===== config.mk =====
export PLATFORM = sky130hd
export DESIGN_NAME = timer_table_with_cancel_top_flat
export DESIGN_NICKNAME = d
export VERILOG_FILES = /design/src/hdl/ttc_pkg.sv /design/src/hdl/ttc_if.sv /design/src/hdl/ttc_ctrl.sv /design/src/hdl/ttc_dp.sv /design/src/hdl/timer_table_with_cancel_top.sv /design/src/flat_wrapper.sv
export SDC_FILE = /design/constraint.sdc
export NUM_CORES = 2
export LEC_CHECK = 0
export BUFFER_PORTS_ARGS = -buffer_cell sky130_fd_sc_hd__buf_2
export CAP_MARGIN = 25
export CORE_AREA = 2 2 530 638
export CTS_CLUSTER_DIAMETER = 150
export CTS_CLUSTER_SIZE = 8
export DETAILED_ROUTE_END_ITERATION = 6
export DIE_AREA = 0 0 532 640
export PLACE_DENSITY = 0.47
export SLEW_MARGIN = 20
export SYNTH_ARGS = -nofsm -noshare
export SYNTH_HDL_FRONTEND = slang
export SYNTH_SLANG_ARGS = --single-unit

===== constraint.sdc =====
create_clock -name clk -period 8.1 [get_ports clk]
set_input_delay 1.215 -clock clk [delete_from_list [all_inputs] [get_ports clk]]
set_output_delay 1.215 -clock clk [all_outputs]
set_load 0.02 [all_outputs]

===== src/hdl/ttc_pkg.sv =====
package ttc_pkg;

  localparam int TIMER_SLOTS = 16;
  localparam int SLOT_W = $clog2(TIMER_SLOTS);
  localparam int CNT_W = $clog2(TIMER_SLOTS + 1);
  localparam int MAX_RESULTS = 16;
  localparam int FIRE_W = $clog2(MAX_RESULTS + 1);

  typedef enum logic [2:0] {
    KIND_ADD = 3'd0,
    KIND_CANCEL_OWNER = 3'd1,
    KIND_CANCEL_OBJECT = 3'd2,
    KIND_QUERY = 3'd3,
    KIND_TICK = 3'd4,
    KIND_CLEAR = 3'd5,
    KIND_COUNT = 3'd6,
    KIND_NONE = 3'd7
  } kind_t;

  typedef struct packed {
    logic [2:0]  kind;
    logic [15:0] owner_id;
    logic        script_owned;
    logic [15:0] object_id;
    logic [7:0]  callback_tag;
    logic [30:0] delay;
    logic [30:0] interval;
    logic        repeating;
    logic [30:0] tick_time;
  } req_t;

  typedef struct packed {
    logic        status;
    logic        fired;
    logic [15:0] fired_owner;
    logic        fired_script_owned;
    logic [15:0] fired_object;
    logic [7:0]  fired_tag;
    logic        is_invoking;
    logic [4:0]  active_count;
    logic        last;
  } rsp_t;

  typedef enum logic [2:0] {
    ST_IDLE,
    ST_SCAN,
    ST_EMIT,
    ST_PACK,
    ST_DONE
  } state_t;

  // controller -> datapath
  typedef struct packed {
    logic load;
    logic scan_step;
    logic pack_start;
    logic pack_step;
    logic emit_done;
  } cmd_t;

  // datapath -> controller
  typedef struct packed {
    logic is_tick;
    logic scan_end;
    logic fire_now;
    logic pack_end;
  } sts_t;

endpackage


===== src/hdl/ttc_if.sv =====
interface ttc_req_if;
  import ttc_pkg::*;
  logic valid;
  logic ready;
  req_t payload;
  modport source (output valid, output payload, input ready);
  modport sink (input valid, input payload, output ready);
endinterface

interface ttc_rsp_if;
  import ttc_pkg::*;
  logic valid;
  logic ready;
  rsp_t payload;
  modport source (output valid, output payload, input ready);
  modport sink (input valid, input payload, output ready);
endinterface


===== src/hdl/ttc_ctrl.sv =====
module ttc_ctrl
  import ttc_pkg::*;
(
  input  logic clk,
  input  logic rst,
  input  logic in_valid,
  output logic in_ready,
  input  logic out_busy,
  output logic out_push,
  output logic out_last,
  output cmd_t cmd,
  input  sts_t sts
);

  state_t state, state_next;

  always_ff @(posedge clk) begin
    if (rst) state <= ST_IDLE;
    else state <= state_next;
  end

  always_comb begin
    state_next = state;
    unique case (state)
      ST_IDLE: if (in_valid) state_next = ST_SCAN;
      ST_SCAN: begin
        if (sts.fire_now) state_next = ST_EMIT;
        else if (sts.scan_end) state_next = sts.is_tick ? ST_PACK : ST_DONE;
      end
      ST_EMIT: if (!out_busy) state_next = ST_SCAN;
      ST_PACK: if (sts.pack_end) state_next = ST_DONE;
      ST_DONE: if (!out_busy) state_next = ST_IDLE;
      default: state_next = ST_IDLE;
    endcase
  end

  always_comb begin
    in_ready = 1'b0;
    cmd = '0;
    out_push = 1'b0;
    out_last = 1'b0;
    unique case (state)
      ST_IDLE: begin
        in_ready = 1'b1;
        cmd.load = in_valid;
      end
      ST_SCAN: begin
        cmd.scan_step = !sts.fire_now && !sts.scan_end;
        cmd.pack_start = !sts.fire_now && sts.scan_end && sts.is_tick;
      end
      ST_EMIT: begin
        // held fired beat goes out; the newest one waits for the done state
        out_push = !out_busy;
        cmd.emit_done = !out_busy;
      end
      ST_PACK: cmd.pack_step = 1'b1;
      ST_DONE: begin
        out_push = !out_busy;
        out_last = 1'b1;
      end
      default: ;
    endcase
  end

  a_ready_idle: assert property (@(posedge clk) disable iff (rst)
    in_ready |-> state == ST_IDLE) else $error("ready outside idle");
  a_push_ok: assert property (@(posedge clk) disable iff (rst)
    out_push |-> !out_busy) else $error("push into busy output");
  a_load_scan: assert property (@(posedge clk) disable iff (rst)
    cmd.load |=> state == ST_SCAN) else $error("load did not start scan");

endmodule


===== src/hdl/ttc_dp.sv =====
module ttc_dp
  import ttc_pkg::*;
(
  input  logic clk,
  input  logic rst,
  input  req_t req,
  input  cmd_t cmd,
  output sts_t sts,
  input  logic out_push,
  input  logic out_last,
  output rsp_t beat
);

  logic [TIMER_SLOTS-1:0] used, active;
  logic [16:0] owner [TIMER_SLOTS];
  logic [15:0] object [TIMER_SLOTS];
  logic [7:0]  tag [TIMER_SLOTS];
  logic [31:0] remaining [TIMER_SLOTS];
  logic [31:0] interval [TIMER_SLOTS];
  logic [TIMER_SLOTS-1:0] rpt;

  req_t r;
  logic [CNT_W-1:0] idx;
  logic [CNT_W-1:0] wr;
  logic [CNT_W-1:0] cnt;
  logic [FIRE_W-1:0] nfired;
  logic status, hit, pending;
  logic [16:0] fo;
  logic [15:0] fobj;
  logic [7:0] ftag;

  logic [SLOT_W-1:0] i;
  logic [16:0] okey;
  logic live, fires, place;
  logic [31:0] dt, deficit;

  assign i = idx[SLOT_W-1:0];
  assign okey = {r.script_owned, r.owner_id};
  assign live = used[i] && active[i];
  assign dt = {1'b0, r.tick_time};
  assign fires = live && (dt >= remaining[i]);
  assign deficit = dt - remaining[i];
  // used slots form a prefix, so the first free slot sits at the used count
  assign place = (r.kind == KIND_ADD) && !used[i] && (idx == cnt);

  assign sts.is_tick = (r.kind == KIND_TICK);
  assign sts.scan_end = (idx == CNT_W'(TIMER_SLOTS));
  // a new firing while one is held pushes the held one out first
  assign sts.fire_now = sts.is_tick && pending && fires && !sts.scan_end &&
                        (nfired != FIRE_W'(MAX_RESULTS));
  assign sts.pack_end = sts.scan_end;

  always_ff @(posedge clk) begin
    if (rst) begin
      used <= '0;
      active <= '0;
      idx <= '0;
      pending <= 1'b0;
    end else if (cmd.load) begin
      r <= req;
      idx <= '0;
      wr <= '0;
      cnt <= '0;
      nfired <= '0;
      status <= 1'b0;
      hit <= 1'b0;
      pending <= 1'b0;
      if (req.kind == KIND_CLEAR) begin
        used <= '0;
        active <= '0;
      end
    end else if (cmd.emit_done) begin
      pending <= 1'b0;
    end else if (cmd.scan_step) begin
      idx <= place ? CNT_W'(TIMER_SLOTS) : idx + 1'b1;
      unique case (r.kind)
        KIND_ADD: begin
          if (place) begin
            used[i] <= 1'b1;
            active[i] <= 1'b1;
            owner[i] <= okey;
            object[i] <= r.object_id;
            tag[i] <= r.callback_tag;
            remaining[i] <= {1'b0, r.delay};
            interval[i] <= r.repeating ? {1'b0, r.interval} : '0;
            rpt[i] <= r.repeating;
          end else if (used[i]) begin
            cnt <= cnt + 1'b1;
            if (idx == CNT_W'(TIMER_SLOTS - 1)) status <= 1'b1;
          end
        end
        KIND_CANCEL_OWNER: if (used[i] && owner[i] == okey) active[i] <= 1'b0;
        KIND_CANCEL_OBJECT: if (used[i] && object[i] == r.object_id) active[i] <= 1'b0;
        KIND_QUERY: if (live && owner[i] == okey) hit <= 1'b1;
        KIND_COUNT: if (live) cnt <= cnt + 1'b1;
        KIND_TICK: begin
          if (fires) begin
            if (rpt[i]) remaining[i] <= (interval[i] > deficit) ? interval[i] - deficit : '0;
            else active[i] <= 1'b0;
            if (nfired != FIRE_W'(MAX_RESULTS)) begin
              nfired <= nfired + 1'b1;
              pending <= 1'b1;
              fo <= owner[i];
              fobj <= object[i];
              ftag <= tag[i];
            end
          end else if (live) begin
            remaining[i] <= remaining[i] - dt;
          end
        end
        default: ;
      endcase
    end else if (cmd.pack_start) begin
      idx <= '0;
    end else if (cmd.pack_step) begin
      // compaction sweep: one source slot per cycle, write pointer trails
      if (sts.scan_end) begin
        idx <= CNT_W'(TIMER_SLOTS);
      end else begin
        idx <= idx + 1'b1;
        if (live) begin
          owner[wr[SLOT_W-1:0]] <= owner[i];
          object[wr[SLOT_W-1:0]] <= object[i];
          tag[wr[SLOT_W-1:0]] <= tag[i];
          remaining[wr[SLOT_W-1:0]] <= remaining[i];
          interval[wr[SLOT_W-1:0]] <= interval[i];
          rpt[wr[SLOT_W-1:0]] <= rpt[i];
          used[wr[SLOT_W-1:0]] <= 1'b1;
          active[wr[SLOT_W-1:0]] <= 1'b1;
          if (wr != idx) begin
            used[i] <= 1'b0;
            active[i] <= 1'b0;
          end
          wr <= wr + 1'b1;
        end else begin
          used[i] <= 1'b0;
          active[i] <= 1'b0;
        end
      end
    end
  end

  // the newest firing stays held so the final fired beat can carry last
  always_comb begin
    beat = '0;
    beat.last = out_last;
    if (pending) begin
      beat.fired = 1'b1;
      beat.fired_owner = fo[15:0];
      beat.fired_script_owned = fo[16];
      beat.fired_object = fobj;
      beat.fired_tag = ftag;
    end
    if (out_last) begin
      beat.status = (r.kind == KIND_ADD) && status;
      beat.is_invoking = (r.kind == KIND_QUERY) && hit;
      beat.active_count = (r.kind == KIND_COUNT) ? 5'(cnt) : '0;
    end
  end

  a_push_src: assert property (@(posedge clk) disable iff (rst)
    (out_push && !out_last) |-> pending) else $error("fired beat without pending");
  a_wr_le: assert property (@(posedge clk) disable iff (rst)
    cmd.pack_step |-> wr <= idx) else $error("write pointer ahead");
  a_pack_zero: assert property (@(posedge clk) disable iff (rst)
    cmd.pack_start |=> idx == '0) else $error("pack sweep not started at zero");

endmodule


===== src/hdl/timer_table_with_cancel_top.sv =====
// Timer table of TIMER_SLOTS entries. Every request scans the table one slot per cycle,
// except that a tick's scan waits while a held firing beat goes out (an add that finds a
// free slot stops at that slot). A tick then runs a compaction sweep that moves live
// entries to the front. A tick sends one beat per firing timer with last on the final
// one, or a single beat with fired 0 when nothing fires; other requests send one beat.
// Every beat waits while the output register still holds an unaccepted beat.
module timer_table_with_cancel_top
  import ttc_pkg::*;
(
  input logic clk,
  input logic rst,
  ttc_req_if.sink in,
  ttc_rsp_if.source out
);

  cmd_t cmd;
  sts_t sts;
  logic push, last_b;
  rsp_t beat;

  ttc_ctrl u_ctrl (
    .clk, .rst,
    .in_valid(in.valid), .in_ready(in.ready),
    .out_busy(out.valid && !out.ready),
    .out_push(push), .out_last(last_b),
    .cmd, .sts
  );

  ttc_dp u_dp (
    .clk, .rst, .req(in.payload), .cmd, .sts,
    .out_push(push), .out_last(last_b), .beat
  );

  always_ff @(posedge clk) begin
    if (rst) out.valid <= 1'b0;
    else if (push) out.valid <= 1'b1;
    else if (out.ready) out.valid <= 1'b0;
  end

  always_ff @(posedge clk) begin
    if (push) out.payload <= beat;
  end

endmodule

===== src/flat_wrapper.sv =====
// flat-port wrapper written by rule: the top's interface ports become plain ports
module timer_table_with_cancel_top_flat import ttc_pkg::*;
  (clk, rst, in_valid, in_payload, in_ready, out_valid, out_payload, out_ready);
  ttc_req_if in_i ();
  ttc_rsp_if out_i ();
  input logic clk;
  input logic rst;
  input wire logic [$bits(in_i.valid)-1:0] in_valid;
  input wire logic [$bits(in_i.payload)-1:0] in_payload;
  output wire logic [$bits(in_i.ready)-1:0] in_ready;
  output wire logic [$bits(out_i.valid)-1:0] out_valid;
  output wire logic [$bits(out_i.payload)-1:0] out_payload;
  input wire logic [$bits(out_i.ready)-1:0] out_ready;
  assign in_i.valid = in_valid;
  assign in_i.payload = in_payload;
  assign in_ready = in_i.ready;
  assign out_valid = out_i.valid;
  assign out_payload = out_i.payload;
  assign out_i.ready = out_ready;
  timer_table_with_cancel_top u_core (.clk(clk), .rst(rst), .in(in_i), .out(out_i));
endmodule

==> flow_summary_export.csv <==
group,metric,value,unit
status,status,"finished, final reports clean",
cells_and_area,fillCellCount,32850,
synthesis,syn_nets,4886,
worst_setup_path,required,8.64,ns
floorplanning,die_h,640,um
clock_network,cts_setup_buffers,0,
sta,rsz0062_at_grt,"no",
sta,tightestPinTransition,1.022,ns
cells_and_area,area_growth,18.92,%
worst_hold_path,hp-class,"register to register",
route,viasPerCell,4.696,
sta,max_slew_margin,31.64,%
global_routing,grt_usage,14.22,%
sta,setup_tns,0,ns
placed_design,io_buffers,193,
global_routing,overflow,0,
synthesis,syn_inst,4634,
floorplanning,fp.dieW,532,um
synthesis,synthArstFlopShare,0,%
clock_network,cts_hold_buffers,0,
global_routing,grt_pass1_wl,352.6,mm
synthesis,netlist_area,83260,um2
worst_setup_path,endpoint_kind,"register",
synthesis,yosys_warnings,0,
synthesis,synth_top_area_share,70.04,%
clock_network,cts_resized,0,
sta,max_freq,131.8,MHz
synthesis,syn_area_per_cell,17.97,um2
floorplanning,core_area,334400,um2
placed_design,gp_congestion,0.8780,
global_routing,antenna_found_initial,26,
global_routing,grtUsageMet3,1.997,%
clock_network,cts_tree,"yes",
floorplanning,start_util,24.90,%
clock_network,htreeDepth,5,
route,ant_nets,0,
route,drt-pass1-iter-count,6,
cells_and_area,layout.nets,5328,
global_routing,grt_max_degree,101,
clock_network,ctsRootBufferMaster,"clkbuf_16",
sta,fin_skew,0.06572,ns
sta,finalCriticalPeriod,7.585,ns
clock_network,cts-buffers-inserted,290,
placed_design,hpwl,146.3,mm
worst_setup_path,crit_type,"register to register",
synthesis,synth_edf_count,1942,
floorplanning,num_io_pins,194,
clock_network,clock_path_buffers,4,
route,drt-total-wl,247.3,mm
synthesis,ys_seq_area_share,71.14,%
floorplanning,num_rows,233,
synthesis,ys.flop_type,"edfxtp_1",
sta,setup_viol,0,
cells_and_area,final_util,29.61,%
synthesis,synth_cell_types,85,
clock_network,path_clk_slew,0.06,ns
global_routing,grt_pass1_vias,47590,
run,max_cap_viol_count,0,
sta,slew_viol_final,0,
cells_and_area,drive_gt1_share,25.31,%
power,p_leak,0.03166,uW
global_routing,grt_util_met2,24.70,%
route,via_count,45090,
cells_and_area,final_common_cell,"edfxtp_1",
worst_setup_path,worstSetupStartpointType,"register",
power,powerDensity,244.9,nW/um2
clock_network,cts.sinks,1988,
worst_setup_path,arrival,8.13,ns
worst_setup_path,cp_max_fo,74,
synthesis,synth_seq_cells,1988,
cells_and_area,most-common-layout-cells,"edfxtp_1 (1942), mux4_2 (499), nand2_1 (342)",
route,drc,0,
floorplanning,dieArea,340500,um2
global_routing,grt-busiest-layer,"met2",
sta,period_share,93.64,%
synthesis,synth.largest_area_cell,"edfxtp_1",
clock_network,insertion_delay,0.87,ns
route,routedWlPerCell,25.75,um
route,drt-initial-drc-count,3703,
global_routing,met1_usage,18.23,%
worst_hold_path,hp-start,"u_core.u_dp.used[6]",
power,vdd_drop_max,166.1,uV
synthesis,ys_top_cells_by_area,"edfxtp_1 (70%), mux4_2 (13%), ha_1 (1.6%), nand2_1 (1.5%), dfxtp_1 (1.1%)",
sta,hold_viol,0,
stage by stage:
stage | total power [uW] | instance area [um2] | worst slack, ns | hold slack (ns) | cells
CTS | 24580 | 98870 | 0.2509 | 0.4557 | 9590
floorplan | 12950 | 83270 | 0.02989 | 0.4458 | 4634
global route | 25090 | 99010 | 0.05571 | 0.4758 | 9599
finish | 24250 | 99020 | 0.5151 | 0.4845 | 9601
detailed placement | 13650 | 91070 | 0.2810 | 0.4713 | 9241
global placement | 13650 | 90980 | 0.2974 | 0.4556 | 9236
final timing paths:
path / endpoint / slack (ns) / cells after the start
hold / removal: u_core.u_dp.used[6] / 0.48 / 2
hold reg to reg: u_core.u_dp.used[6] / 0.48 / 2
setup reg to reg: u_core.u_dp.remaining[3][13] / 0.52 / 24
setup / recovery: u_core.u_dp.remaining[3][13] / 0.52 / 24
Yosys cell counts (all sizes together), types with 10 or more instances:
master / count
nand4: 14
mux4: 502
clkbuf: 155
nor2b: 24
inv: 104
buf: 98
a22oi: 22
ha: 107
nor2: 211
o31ai: 11
nand3: 58
a31oi: 45
nand2: 343
nand2b: 23
edfxtp: 1942
o21ai: 157
a211oi: 18
o22ai: 14
o2111ai: 16
dfxtp: 46
mux2i: 89
nor3: 37
xnor2: 91
xor2: 68
o21bai: 10
a21o: 55
a21oi: 166
and3: 21
and2: 61
flip-flops by register name (all words and copies together), names as in the netlist, 5 cells and up, named ones only:
name                   cells
u_core.u_dp.owner        272
u_core.u_dp.rpt           16
u_core.u_dp.active        16
u_core.u_dp.cnt            5
u_core.u_dp.remaining    512
u_core.u_dp.used          16
u_core.u_dp.fo            17
u_core.u_dp.object       256
u_core.u_dp.r             90
u_core.u_dp.wr             5
u_core.u_dp.interval     512
u_core.u_dp.dt            31
u_core.u_dp.tag          128
u_core.u_dp.ftag           8
u_core.u_dp.idx            5
u_core.u_dp.nfired         5
u_core.out.payload        50
u_core.u_dp.fobj          16
u_core.u_dp.okey          17
layout make-up:
type | count | area [um2] | share of cell area [%]
clock buffer | 330 | 7450 | 7.523
tap | 4465 | 5587 | 5.642
inverter | 107 | 409.1 | 0.4132
antenna | 3 | 7.507 | 0.007582
clock inverter | 19 | 349.1 | 0.3525
multi-input combinational | 2286 | 22910 | 23.14
timing repair buffer | 403 | 3053 | 3.083
sequential | 1988 | 59250 | 59.84
logic make-up after synthesis:
logic type      count (synthesis)  share of synthesized area (%)
xor+xnor                      159                          1.673
flops                        1988                          71.14
fa+ha+maj                     110                          1.680
mux                           596                          14.73
buf+inv                       360                          1.805
compound gates                586                          4.450
simple gates                  835                          4.519
power by group:
group | switching [uW] | internal (uW)
Combinational | 1190 | 804
Sequential | 76.2 | 11400
Clock | 4330 | 6470
Total | 5600 | 18700
routing by layer:
metal  part of all wire, %  wire length (um)  vias up
met3                   4.3             10580      396
met5                 0.048               119        -
met2                    50            124200     1264
li1                      -                 -    19320
met4                   3.2              7843       20
met1                    42            104500    24090
worst max-delay path: stages, from the launching register on:
cell and delay [ns]:
dfxtp_4 0.51, buf_12 0.49, mux4_2 0.58, mux4_2 0.55
ha_1 0.51, nand4_1 0.29, a2111oi_0 0.49, nor4b_1 0.15
buf_4 0.18, nor3_1 0.32, nor2_1 0.09, a211o_1 0.27
xor2_1 0.15, ha_1 0.41, a21oi_1 0.19, nor2_1 0.07
a211oi_1 0.24, o21bai_1 0.10, a221oi_1 0.30, buf_4 0.19
a311oi_4 0.05, buf_12 0.18, a221oi_1 0.32, a21oi_1 0.21
clkbuf_4 0.28
(Power assumes the default switching activity.)
